==> src/blu5_pkg.sv <==
// ----------------------------------------------------------------------------
// blu5_pkg
// Shared types and constants of the 5x bilinear upscaler: the cell record
// passed from the front end through the cell queue to the output sequencer.
// ----------------------------------------------------------------------------
package blu5_pkg;

    // Field widths
    localparam int PIX_W      = 8;
    localparam int SUB_W      = 3;
    localparam int CELL_COL_W = 7;
    localparam int CFG_W      = 8;

    // Reset row width of the source image
    localparam logic [CFG_W-1:0] RESET_SOURCE_WIDTH = 8'd104;
    localparam int               MIN_WIDTH          = 2;

    // Sub-position range inside one 5x5 block
    localparam logic [SUB_W-1:0] SUB_FIVE = 3'd5;
    localparam logic [SUB_W-1:0] SUB_LAST = 3'd4;

    // Weighted sum: 25 * 255 fits in 13 bits
    localparam int WGT_W = 5;
    localparam int SUM_W = 13;

    // floor(x/25) = (x * ceil(2^20/25)) >> 20, exact for x < 6400
    localparam int                 RECIP_W     = 16;
    localparam int                 RECIP_SHIFT = 20;
    localparam logic [RECIP_W-1:0] RECIP_25    = 16'd41944;

    // Cell queue depth between front and back
    localparam int QUEUE_DEPTH = 4;

    // One closed 2x2 cell
    typedef struct packed {
        logic [PIX_W-1:0]      p00;
        logic [PIX_W-1:0]      p01;
        logic [PIX_W-1:0]      p10;
        logic [PIX_W-1:0]      p11;
        logic [CELL_COL_W-1:0] cell_col;
    } t_cell;

    // Queue status toward front and back
    typedef struct packed {
        logic empty;
        logic room;
    } t_q_stat;

endpackage

==> src/blu5_front.sv <==
// ----------------------------------------------------------------------------
// blu5_front
// Takes source pixels, tracks column and row, keeps the previous row in a
// line store and forms the 2x2 cell that each pixel past row 0 / col 0 closes.
// ----------------------------------------------------------------------------
module blu5_front #(
    parameter int MAX_WIDTH = 128
) (
    input  logic                          i_clk,
    input  logic                          i_rst_n,
    input  logic [blu5_pkg::CFG_W-1:0]    i_source_width,
    input  logic                          i_valid,
    input  logic [blu5_pkg::PIX_W-1:0]    i_pixel,
    input  logic                          i_frame_start,
    output logic                          o_ready,
    input  blu5_pkg::t_q_stat             i_q_stat,
    output logic                          o_push,
    output blu5_pkg::t_cell               o_cell
);

    localparam int AW = (MAX_WIDTH > 1) ? $clog2(MAX_WIDTH) : 1;
    localparam int CW = $clog2(MAX_WIDTH + 1);

    logic [blu5_pkg::PIX_W-1:0] r_line [MAX_WIDTH];
    logic [blu5_pkg::PIX_W-1:0] r_rd_data;

    logic [AW-1:0]              r_col_cnt;
    logic                       r_past_row;
    logic [blu5_pkg::PIX_W-1:0] r_left;

    // Stage B: the cycle after acceptance, waiting on the line store read
    logic                            r_b_vld;
    logic                            r_b_emit;
    logic [blu5_pkg::PIX_W-1:0]      r_b_px;
    logic [blu5_pkg::PIX_W-1:0]      r_b_p10;
    logic [blu5_pkg::PIX_W-1:0]      r_b_ul;
    logic [blu5_pkg::CELL_COL_W-1:0] r_b_cell_col;

    logic [CW-1:0]  eff_w;
    logic [AW-1:0]  cnt;
    logic           past;
    logic           wrap;
    logic [AW-1:0]  col;
    logic           past_now;
    logic           emit;
    logic [CW-1:0]  col_inc;
    logic [AW-1:0]  col_m1;
    logic           accept;
    logic [AW-1:0]  n_col_cnt;
    logic           n_past_row;

    assign o_ready = i_q_stat.room;
    assign accept  = i_valid && o_ready;

    // Clamp configured width to [2, MAX_WIDTH]
    always_comb begin
        if (int'(i_source_width) < blu5_pkg::MIN_WIDTH) begin
            eff_w = CW'(blu5_pkg::MIN_WIDTH);
        end else if (int'(i_source_width) > MAX_WIDTH) begin
            eff_w = CW'(MAX_WIDTH);
        end else begin
            eff_w = CW'(i_source_width);
        end
    end

    // Column position of the incoming pixel and next counter state
    always_comb begin
        cnt      = i_frame_start ? '0 : r_col_cnt;
        past     = i_frame_start ? 1'b0 : r_past_row;
        wrap     = (CW'(cnt) >= eff_w);
        col      = wrap ? '0 : cnt;
        past_now = wrap || past;
        emit     = past_now && (col != '0);
        col_m1   = col - AW'(1);
        col_inc  = CW'(col) + CW'(1);
        if (col_inc >= eff_w) begin
            n_col_cnt  = '0;
            n_past_row = 1'b1;
        end else begin
            n_col_cnt  = AW'(col_inc);
            n_past_row = past_now;
        end
    end

    // Line store: read-first, one port
    always_ff @(posedge i_clk) begin
        if (accept) begin
            r_rd_data  <= r_line[col];
            r_line[col] <= i_pixel;
        end
    end

    // Counters and left pixel
    always_ff @(posedge i_clk) begin
        if (!i_rst_n) begin
            r_col_cnt  <= '0;
            r_past_row <= 1'b0;
            r_left     <= '0;
            r_b_vld    <= 1'b0;
        end else begin
            r_b_vld <= accept;
            if (accept) begin
                r_col_cnt  <= n_col_cnt;
                r_past_row <= n_past_row;
                r_left     <= i_pixel;
            end
        end
    end

    // Stage B payload; upper-left is the previous pixel's above value
    always_ff @(posedge i_clk) begin
        if (accept) begin
            r_b_emit     <= emit;
            r_b_px       <= i_pixel;
            r_b_p10      <= r_left;
            r_b_ul       <= r_rd_data;
            r_b_cell_col <= blu5_pkg::CELL_COL_W'(col_m1);
        end
    end

    // Push closed cell into queue
    assign o_push        = r_b_vld && r_b_emit;
    assign o_cell.p00    = r_b_ul;
    assign o_cell.p01    = r_rd_data;
    assign o_cell.p10    = r_b_p10;
    assign o_cell.p11    = r_b_px;
    assign o_cell.cell_col = r_b_cell_col;

endmodule

==> src/blu5_queue.sv <==
// ----------------------------------------------------------------------------
// blu5_queue
// Small cell FIFO between front end and output sequencer. Room is reported
// with one slot in reserve for the cell still in the front's read stage.
// ----------------------------------------------------------------------------
module blu5_queue (
    input  logic              i_clk,
    input  logic              i_rst_n,
    input  logic              i_push,
    input  blu5_pkg::t_cell   i_cell,
    input  logic              i_pop,
    output blu5_pkg::t_cell   o_head,
    output blu5_pkg::t_q_stat o_stat
);

    localparam int DEPTH = blu5_pkg::QUEUE_DEPTH;
    localparam int PW    = $clog2(DEPTH);
    localparam int NW    = $clog2(DEPTH + 1);

    blu5_pkg::t_cell r_mem [DEPTH];
    logic [PW-1:0]   r_wr_ptr;
    logic [PW-1:0]   r_rd_ptr;
    logic [NW-1:0]   r_count;

    // Storage
    always_ff @(posedge i_clk) begin
        if (i_push) begin
            r_mem[r_wr_ptr] <= i_cell;
        end
    end

    // Pointers and fill count
    always_ff @(posedge i_clk) begin
        if (!i_rst_n) begin
            r_wr_ptr <= '0;
            r_rd_ptr <= '0;
            r_count  <= '0;
        end else begin
            if (i_push) begin
                r_wr_ptr <= r_wr_ptr + PW'(1);
            end
            if (i_pop) begin
                r_rd_ptr <= r_rd_ptr + PW'(1);
            end
            unique case ({i_push, i_pop})
                2'b10:   r_count <= r_count + NW'(1);
                2'b01:   r_count <= r_count - NW'(1);
                default: r_count <= r_count;
            endcase
        end
    end

    assign o_head       = r_mem[r_rd_ptr];
    assign o_stat.empty = (r_count == '0);
    assign o_stat.room  = (r_count <= NW'(DEPTH - 2));

endmodule

==> src/blu5_back.sv <==
// ----------------------------------------------------------------------------
// blu5_back
// Output sequencer: walks the 5x5 sub-positions of the head cell, forms the
// weighted sum, divides by 25 through a reciprocal multiply, and holds the
// result in an output register.
// ----------------------------------------------------------------------------
module blu5_back (
    input  logic                                i_clk,
    input  logic                                i_rst_n,
    input  blu5_pkg::t_cell                     i_head,
    input  blu5_pkg::t_q_stat                   i_q_stat,
    output logic                                o_pop,
    output logic                                o_valid,
    input  logic                                i_ready,
    output logic [blu5_pkg::PIX_W-1:0]          o_value,
    output logic [blu5_pkg::SUB_W-1:0]          o_sub_row,
    output logic [blu5_pkg::SUB_W-1:0]          o_sub_col,
    output logic [blu5_pkg::CELL_COL_W-1:0]     o_cell_col,
    output logic                                o_block_last
);

    localparam int PW = blu5_pkg::SUM_W + blu5_pkg::RECIP_W;

    logic [blu5_pkg::SUB_W-1:0] r_sub_row;
    logic [blu5_pkg::SUB_W-1:0] r_sub_col;

    // Sum stage
    logic                            r_s1_vld;
    logic [blu5_pkg::SUM_W-1:0]      r_s1_sum;
    logic [blu5_pkg::SUB_W-1:0]      r_s1_row;
    logic [blu5_pkg::SUB_W-1:0]      r_s1_col;
    logic [blu5_pkg::CELL_COL_W-1:0] r_s1_cell_col;
    logic                            r_s1_last;

    // Output register
    logic                            r_o_vld;
    logic [blu5_pkg::PIX_W-1:0]      r_o_value;
    logic [blu5_pkg::SUB_W-1:0]      r_o_row;
    logic [blu5_pkg::SUB_W-1:0]      r_o_col;
    logic [blu5_pkg::CELL_COL_W-1:0] r_o_cell_col;
    logic                            r_o_last;

    logic                            adv;
    logic                            issue;
    logic                            last_pos;
    logic [blu5_pkg::SUB_W-1:0]      wi0;
    logic [blu5_pkg::SUB_W-1:0]      wj0;
    logic [blu5_pkg::WGT_W-1:0]      w00;
    logic [blu5_pkg::WGT_W-1:0]      w01;
    logic [blu5_pkg::WGT_W-1:0]      w10;
    logic [blu5_pkg::WGT_W-1:0]      w11;
    logic [blu5_pkg::SUM_W-1:0]      n_sum;
    logic [PW-1:0]                   prod;

    // Pipeline moves when the output register is free or being taken
    assign adv      = !r_o_vld || i_ready;
    assign issue    = adv && !i_q_stat.empty;
    assign last_pos = (r_sub_row == blu5_pkg::SUB_LAST) && (r_sub_col == blu5_pkg::SUB_LAST);
    assign o_pop    = issue && last_pos;

    // Sub-position counters, column inner
    always_ff @(posedge i_clk) begin
        if (!i_rst_n) begin
            r_sub_row <= '0;
            r_sub_col <= '0;
        end else if (issue) begin
            if (r_sub_col == blu5_pkg::SUB_LAST) begin
                r_sub_col <= '0;
                r_sub_row <= last_pos ? '0 : r_sub_row + blu5_pkg::SUB_W'(1);
            end else begin
                r_sub_col <= r_sub_col + blu5_pkg::SUB_W'(1);
            end
        end
    end

    // Bilinear weights in units of 1/25
    always_comb begin
        wi0   = blu5_pkg::SUB_FIVE - r_sub_row;
        wj0   = blu5_pkg::SUB_FIVE - r_sub_col;
        w00   = blu5_pkg::WGT_W'(wi0) * blu5_pkg::WGT_W'(wj0);
        w01   = blu5_pkg::WGT_W'(wi0) * blu5_pkg::WGT_W'(r_sub_col);
        w10   = blu5_pkg::WGT_W'(r_sub_row) * blu5_pkg::WGT_W'(wj0);
        w11   = blu5_pkg::WGT_W'(r_sub_row) * blu5_pkg::WGT_W'(r_sub_col);
        n_sum = blu5_pkg::SUM_W'(w00) * blu5_pkg::SUM_W'(i_head.p00)
              + blu5_pkg::SUM_W'(w01) * blu5_pkg::SUM_W'(i_head.p01)
              + blu5_pkg::SUM_W'(w10) * blu5_pkg::SUM_W'(i_head.p10)
              + blu5_pkg::SUM_W'(w11) * blu5_pkg::SUM_W'(i_head.p11);
    end

    // Divide by 25
    assign prod = PW'(r_s1_sum) * PW'(blu5_pkg::RECIP_25);

    // Valid bits
    always_ff @(posedge i_clk) begin
        if (!i_rst_n) begin
            r_s1_vld <= 1'b0;
            r_o_vld  <= 1'b0;
        end else if (adv) begin
            r_s1_vld <= issue;
            r_o_vld  <= r_s1_vld;
        end
    end

    // Payload registers
    always_ff @(posedge i_clk) begin
        if (adv) begin
            r_s1_sum      <= n_sum;
            r_s1_row      <= r_sub_row;
            r_s1_col      <= r_sub_col;
            r_s1_cell_col <= i_head.cell_col;
            r_s1_last     <= last_pos;
            r_o_value     <= prod[blu5_pkg::RECIP_SHIFT +: blu5_pkg::PIX_W];
            r_o_row       <= r_s1_row;
            r_o_col       <= r_s1_col;
            r_o_cell_col  <= r_s1_cell_col;
            r_o_last      <= r_s1_last;
        end
    end

    assign o_valid      = r_o_vld;
    assign o_value      = r_o_value;
    assign o_sub_row    = r_o_row;
    assign o_sub_col    = r_o_col;
    assign o_cell_col   = r_o_cell_col;
    assign o_block_last = r_o_last;

endmodule

==> src/bilinear_upscale_by_five.sv <==
// Path: the closing pixel's beat passes front stage B, the cell queue, the sum stage
// and the output register before the cell's first output. Throughput: 25 outputs per
// closing pixel (one output per cycle while cells are queued and i_ready is high).
// The front end runs ahead of the sequencer by up to 4 queued cells.
// Reset: synchronous, active low; clears counters, queue and valids, width = 104.
// ----------------------------------------------------------------------------
// bilinear_upscale_by_five
// 5x bilinear upscaler for an 8-bit grey raster stream: front end with line
// store, cell queue, and output sequencer.
// ----------------------------------------------------------------------------
module bilinear_upscale_by_five #(
    parameter int MAX_WIDTH = 128
) (
    input  logic                                i_clk,
    input  logic                                i_rst_n,
    input  logic                                i_cfg_wr_en,
    input  logic [blu5_pkg::CFG_W-1:0]          i_cfg_wr_data,
    input  logic                                i_valid,
    output logic                                o_ready,
    input  logic [blu5_pkg::PIX_W-1:0]          i_pixel,
    input  logic                                i_frame_start,
    output logic                                o_valid,
    input  logic                                i_ready,
    output logic [blu5_pkg::PIX_W-1:0]          o_value,
    output logic [blu5_pkg::SUB_W-1:0]          o_sub_row,
    output logic [blu5_pkg::SUB_W-1:0]          o_sub_col,
    output logic [blu5_pkg::CELL_COL_W-1:0]     o_cell_col,
    output logic                                o_block_last
);

    logic [blu5_pkg::CFG_W-1:0] r_source_width;
    blu5_pkg::t_q_stat          q_stat;
    blu5_pkg::t_cell            push_cell;
    blu5_pkg::t_cell            head_cell;
    logic                       push;
    logic                       pop;

    // Width register
    always_ff @(posedge i_clk) begin
        if (!i_rst_n) begin
            r_source_width <= blu5_pkg::RESET_SOURCE_WIDTH;
        end else if (i_cfg_wr_en) begin
            r_source_width <= i_cfg_wr_data;
        end
    end

    blu5_front #(
        .MAX_WIDTH (MAX_WIDTH)
    ) u_front (
        .i_clk          (i_clk),
        .i_rst_n        (i_rst_n),
        .i_source_width (r_source_width),
        .i_valid        (i_valid),
        .i_pixel        (i_pixel),
        .i_frame_start  (i_frame_start),
        .o_ready        (o_ready),
        .i_q_stat       (q_stat),
        .o_push         (push),
        .o_cell         (push_cell)
    );

    blu5_queue u_queue (
        .i_clk   (i_clk),
        .i_rst_n (i_rst_n),
        .i_push  (push),
        .i_cell  (push_cell),
        .i_pop   (pop),
        .o_head  (head_cell),
        .o_stat  (q_stat)
    );

    blu5_back u_back (
        .i_clk        (i_clk),
        .i_rst_n      (i_rst_n),
        .i_head       (head_cell),
        .i_q_stat     (q_stat),
        .o_pop        (pop),
        .o_valid      (o_valid),
        .i_ready      (i_ready),
        .o_value      (o_value),
        .o_sub_row    (o_sub_row),
        .o_sub_col    (o_sub_col),
        .o_cell_col   (o_cell_col),
        .o_block_last (o_block_last)
    );

endmodule

==> config.mk <==
export PLATFORM = sky130hd
export DESIGN_NAME = bilinear_upscale_by_five
export DESIGN_NICKNAME = d
export VERILOG_FILES = /design/src/blu5_pkg.sv /design/src/blu5_front.sv /design/src/blu5_queue.sv /design/src/blu5_back.sv /design/src/bilinear_upscale_by_five.sv
export SDC_FILE = /design/constraint.sdc
export NUM_CORES = 2
export LEC_CHECK = 0
export ABC_AREA = 1
export BUFFER_PORTS_ARGS = -buffer_cell sky130_fd_sc_hd__buf_4
export CAP_MARGIN = 30
export CORE_MARGIN = 2
export CORE_UTILIZATION = 30
export CTS_CLUSTER_SIZE = 16
export DETAILED_ROUTE_END_ITERATION = 12
export GPL_ROUTABILITY_DRIVEN = 0
export PLACE_DENSITY_LB_ADDON = 0.2
export SYNTH_ARGS = -nofsm -noshare
export SYNTH_HDL_FRONTEND = slang
export SYNTH_HIERARCHICAL = 1
export SYNTH_SLANG_ARGS = --single-unit
export TNS_END_PERCENT = 50
==> constraint.sdc <==
create_clock -name i_clk -period 8.4 [get_ports i_clk]
set_input_delay 1.68 -clock i_clk [delete_from_list [all_inputs] [get_ports i_clk]]
set_output_delay 1.68 -clock i_clk [all_outputs]
set_load 0.01 [all_outputs]
Yosys cells after proc, flatten, opt, wreduce, memory -nomap -nowiden
Memory sizes are Yosys's and may differ from the RTL's. A register that Yosys moved wholly into a read port is not among the register bits.
Cells that the tools add are included.
{"block": "totals", "ff_bits": 121, "mem_bits_rw": 1180, "in_bits": 22, "word_cells": 90, "mem_count": 2}
{"name": "u_front.r_line", "depth": 128, "word_bits": 8, "rd": 1, "rd_ports_with_merged_regs": 1, "write_ports": 1, "line": "blu5_front.sv:24", "rtl": "logic [blu5_pkg::PIX_W-1:0] r_line [MAX_WIDTH];"}
{"name": "u_queue.r_mem", "depth": 4, "word_bits": 39, "rd": 1, "rd_ports_with_merged_regs": 1, "write_ports": 1, "line": "blu5_queue.sv:20", "rtl": "blu5_pkg::t_cell r_mem [DEPTH];"}
{"block": "classes", "n_addsub": 13, "n_mul": 9, "n_lt_le_gt_ge": 5, "n_eq_ne": 4, "mux": 16, "reduce_logical": 14}
{"cell": "multiplier 5 x 8 -> 13 bit", "count": 4}
{"cell": "adder 13 bit", "count": 3}
{"cell": "multiplier 13 x 13 -> 25 bit, second input constant", "count": 1}
{"cell": "two-way mux 7 bit", "count": 3}
{"cell": "multiplier 3 x 3 -> 5 bit", "count": 4}
{"cell": "two-way mux 8 bit", "count": 2}
{"cell": "adder 3 x 1 -> 3 bit, second input constant", "count": 3}
{"cell": "adder 7 x 1 -> 8 bit, second input constant", "count": 1}
{"cell": "greater-or-equal comparator 7 x 8 -> 1 bit", "count": 1}
{"cell": "greater-or-equal comparator 8 bit", "count": 1}
{"cell": "greater-than comparator 8 bit, second input constant", "count": 1}
{"cell": "< comparator 8 x 2 -> 1 bit, second input constant", "count": 1}
{"cell": "nonzero test 7 bit", "count": 1}
{"cell": "subtractor 7 x 1 -> 7 bit, second input constant", "count": 1}
{"cell": "equality test 3 bit, second input constant", "count": 2}
{"cell": "logical AND 1 bit", "count": 6}
{"cell": "two-way mux 1 bit", "count": 6}
{"cell": "two-way mux 3 bit", "count": 2}
{"cell": "case mux 3 bit (2 select lines)", "count": 1}
{"cell": "subtractor 3 bit, first input constant", "count": 2}
{"cell": "adder 2 x 1 -> 2 bit, second input constant", "count": 2}
{"cell": "two-way mux 2 bit", "count": 2}
{"cell": "less-or-equal comparator 3 x 2 -> 1 bit, second input constant", "count": 1}
{"cell": "zero test 3 bit", "count": 1}
{"cell": "other kinds (7)", "count": 9}

Depth between registers and ports, before layout
{"block": "depth", "word_depth": 8, "depth_mapped": 35, "mapped_depth_nobuf": 34}

By module
The synthesis kept the hierarchy.
{"module": "blu5_front", "instances": 1, "cells_per_inst": 4792, "area_per_inst_um2": 48835.6, "seq_area_each_um2": 32291.0}
{"module": "blu5_back", "instances": 1, "cells_per_inst": 1316, "area_per_inst_um2": 11335.9, "seq_area_each_um2": 1631.6}
{"module": "blu5_queue", "instances": 1, "cells_per_inst": 435, "area_per_inst_um2": 6227.2, "seq_area_each_um2": 4864.7}
{"module": "bilinear_upscale_by_five", "instances": 1, "cells_per_inst": 45, "area_per_inst_um2": 311.5, "seq_area_each_um2": 160.2}

Worst setup path after synthesis
OpenSTA, ideal clock, no wires.
{"block": "synth_timing", "path_type": "reg2reg", "startpoint": "reg u_back/r_sub_col[2] (netlist bit)", "endpoint": "reg u_back/r_s1_sum[10] (netlist bit) (data pin)", "t_arrival_ns": 7.042, "t_required_ns": 8.138, "path_slack_ns": 1.095, "path_stages_with_launch": 30, "cell_sequence": "dfxtp_1 > buf_6 > clkinv_4 > nand2_2 > nand2_4 > inv_4 > nand2_1 > fa_1 > inv_1 > ha_1 > fa_1 > xnor2_1 > xor2_2 > nand2_1 > fa_1 > inv_1 > fa_1 > fa_1 > fa_1 > fa_1 > fa_1 > inv_1 > fa_1 > inv_1 > ha_1 > a21o_1 > nand3_1 > nand3_1 > a21oi_1 > xor2_1"}
{"block": "synth_between", "elab_chain_cells": 6, "word_cells_on_any_way": 12, "classes_between": "4 x add/sub; 8 x mul"}
{"element": "from (decl)", "line": "blu5_back.sv:25", "rtl": "logic [blu5_pkg::SUB_W-1:0] r_sub_col;"}
{"element": "from (signal assigned)", "line": "blu5_back.sv:71", "rtl": "r_sub_col <= r_sub_col + blu5_pkg::SUB_W'(1);"}
{"element": "subtractor 3 bit", "line": "blu5_back.sv:79", "rtl": "wj0 = blu5_pkg::SUB_FIVE - r_sub_col;"}
{"element": "multiplier 3 x 3 -> 5 bit", "line": "blu5_back.sv:80", "rtl": "w00 = blu5_pkg::WGT_W'(wi0) * blu5_pkg::WGT_W'(wj0);"}
{"element": "multiplier 5 x 8 -> 13 bit", "line": "blu5_back.sv:84", "rtl": "n_sum = blu5_pkg::SUM_W'(w00) * blu5_pkg::SUM_W'(i_head.p00)"}
{"element": "adder 13 bit", "line": "blu5_back.sv:85", "rtl": "+ blu5_pkg::SUM_W'(w01) * blu5_pkg::SUM_W'(i_head.p01)"}
{"element": "adder 13 bit", "line": "blu5_back.sv:86", "rtl": "+ blu5_pkg::SUM_W'(w10) * blu5_pkg::SUM_W'(i_head.p10)"}
{"element": "adder 13 bit *", "line": "blu5_back.sv:87", "rtl": "+ blu5_pkg::SUM_W'(w11) * blu5_pkg::SUM_W'(i_head.p11);"}
{"element": "net u_back.n_sum (one bit)", "line": "blu5_back.sv:52", "rtl": "logic [blu5_pkg::SUM_W-1:0] n_sum;"}
{"element": "to (signal assigned)", "line": "blu5_back.sv:107", "rtl": "r_s1_sum <= n_sum;"}
{"element": "to (decl)", "line": "blu5_back.sv:29", "rtl": "logic [blu5_pkg::SUM_W-1:0] r_s1_sum;"}
The timed path passes the listed nets; every way through them passes the cells marked *.
A chain may end at the register's enable or synchronous reset.

Worst setup path in the final report
{"block": "layout_timing", "startpoint": "reg u_back/r_sub_col[1] (netlist bit)", "endpoint": "reg u_back/r_s1_sum[11] (netlist bit) (data pin)"}
The elaborated chain is that of the path after synthesis.

==> out/metrics.cfg <==
[synth]
synth.top_cells.by_area = edfxtp_1 (57%), inv_1 (8.2%), nand2_1 (6.8%), fa_1 (5.8%), nand4_1 (4.3%)
synth_top_area_cell = edfxtp_1
syn_area_per_cell_um2 = 10.1
syn_nets = 6992
ys_seq_area_frac = 0.584
synth_area_mm2 = 0.0667
synth_warnings = 6
ys_types = 52
syn_inst = 6588
ys_ff_latch = 1311
synth_top_area_share = 0.571

[grt]
grt.total_usage = 0.164
gr-total-overflow = 0
grt_pass1_wl_mm = 281
grt_pass1_vias = 44155
grt_max_degree = 179
antenna_found_initial = 7

[power_and_ir_drop]
power.internal_uw = 15200
power.leakage_uw = 0.0324
power_frac_clock = 0.254
sw_frac_of_total = 0.394
p_per_area_mw_per_mm2 = 335
vdd_drop_max_v = 0.000879
power.switching_uw = 9900
p_seq_frac = 0.302
power_uw = 25100
combPwrFrac = 0.444

[outcome]
outcome = finished, final reports clean

[clock_network]
cts.sinks = 1311
cts_root_buffer = clkbuf_16
holdBufCountCts = 0
cts_tree = yes
numCtsBuffers = 151
clk_pin_slew_worst_paths_ns = 0.06
cts_setup_buffers = 0
max-clock-path-buffers = 3
h-tree-depth = 4
insertion_delay_ns = 0.79
cts_resized = 0

[detailed_routing]
vias = 44839
antenna_left = 0
wirelength_mm = 186
wl_met2_mm = 87.5
via_per_inst = 4.65
drt_iter0_markers = 3755
first_pass_iters = 6
dr_wl_met3_mm = 9.89
dr.max_layer_used = met4
wl_per_cell_um = 19.3
drc = 0
met1_length_mm = 83.9

[die]
chipHeight_um = 476
fp.dieW_um = 476
initial_core_util = 0.301
core.rowCount = 173
core_area_mm2 = 0.222
ios = 46
die_area_mm2 = 0.226

[critical_path]
critical_path_class = reg -> reg
startpoint = u_back/r_sub_col[1]
slowest_stage = fa_1
rr_startpoint = u_back/r_sub_col[1]
crit_required_ns = 8.92
max_stage_delay_ns = 0.55
path_max_fanout = 7
critical_path_arrival_ns = 8.48
cp-end-kind = flip-flop
cp-start-kind = flip-flop
crit_path_frequent_cell = fa_1

[timing]
setup_viol = 0
period_share = 0.948
drv_slew = 0
max_freq_ghz = 0.126
finalSetupTns_ns = 0
rsz0062_at_grt = false
final.min_clock_period_ns = 7.96
worst_pin_slew_ns = 1.09
relSlewSlack = 0.271
finalHoldViolCount = 0
clock_skew_ns = 0.0470

[place]
dp_hpwl_mm = 112
io_buffers = 45
placed_cells = 9357

[finish]
final_common_cell = inv_1
fin_cells = 9634
drive_gt1_frac = 0.0598
final_util = 0.338
area_growth_pct = 12.2
final_cell_mix = inv_1 (1450), edfxtp_1 (1269), nand2_1 (1212)
nets = 6942

[min_path]
hold_path_class = reg -> reg
hold_start = u_back/r_s1_cell_col[6]

[run]
cap_viol_max_count = 0

-- power groups by stage --
stage / clock, µW / combinational (µW) / sequential (µW)
finish: 6370 / 11100 / 7580
global route: 6800 / 12900 / 7590
CTS: 6560 / 11300 / 7580
detailed placement: 0 / 11200 / 7720
global placement: 0 / 11200 / 7720
floorplan: 0 / 8260 / 7680
-- final cells by class --
type / instances / area, µm²
tap: 2975 / 3720
timing repair buffer: 133 / 1220
clock inverter: 78 / 708
clock buffer: 193 / 4070
inverter: 1476 / 5550
sequential: 1311 / 38900
antenna: 3 / 7.51
fill: 22587 / 147000
multi-input combinational: 3465 / 20600
-- worst paths after layout --
path / end / cells past startpoint / slack (ns)
setup reg to reg: u_back/r_s1_sum[11] / 28 / 0.44
hold reg to reg: u_back/o_cell_col[6] / 0 / 0.42
hold / removal: u_back/o_cell_col[6] / 0 / 0.42
setup / recovery: u_back/r_s1_sum[11] / 28 / 0.44
-- metal layers --
layer / vias up / GRT usage
met5: - / 0
met4: 0 / 0.0473
met3: 263 / 0.0260
met2: 1162 / 0.268
met1: 21953 / 0.223
li1: 21461 / -
-- cells by family after synthesis --
kind of cell / after synthesis / synth area share
and+or+nand+nor: 2685 / 0.181
AOI/OAI and AO/OA: 365 / 0.0293
adders and majority gates: 382 / 0.0933
DFF: 1311 / 0.584
buffers and inverters: 1812 / 0.108
xor gates and xnor gates: 33 / 0.00484
-- per-stage QoR --
stage	setup WS (ns)	area, µm²	hold slack [ns]
CTS	0.410	74800	0.414
global placement	0.468	69900	0.403
global route	0.00294	74800	0.418
detailed placement	0.440	70000	0.405
floorplan	1.10	66700	0.400
finish	0.441	74800	0.415
-- Yosys cell counts (all sizes together) --
cell        n
ha        190
a2bb2oi     1
nand3b      4
o21bai      3
or2         2
nand3     531
nor3       14
o2111ai     2
o22ai      39
nor2      452
inv      1473
xnor2      10
and2        1
a21o        3
clkbuf     98
edfxtp   1269
a31oi       2
buf       238
dfxtp      42
o211ai     10
nand2    1222
a22oi       1
o21ai     250
nand4     457
fa        192
clkinv      3
xor2       23
a21oi      51
a21boi      3
nor4        2
-- worst max-delay path, delay by kind of cell (launching register included) --
kind	cells	cell delay, ns
DFF	1	0.48
adders and majority gates	11	5.10
and+or+nand+nor	6	0.56
AOI/OAI and AO/OA	2	0.38
buffers and inverters	6	0.38
xor gates and xnor gates	3	0.79
-- sequential cells by signal, summed over array words and instances (netlist names), 8 cells and up, named ones only --
signal / flops
u_front/r_rd_data: 8
u_back/o_value: 8
u_front/r_b_ul: 8
u_front/r_left: 8
u_front/r_b_p10: 8
u_front/r_line: 1024
r_source_width: 8
u_back/r_s1_sum: 13
u_front/r_b_px: 8
u_queue/r_mem: 156
No activity file was read; power rests on OpenSTA's default activity.
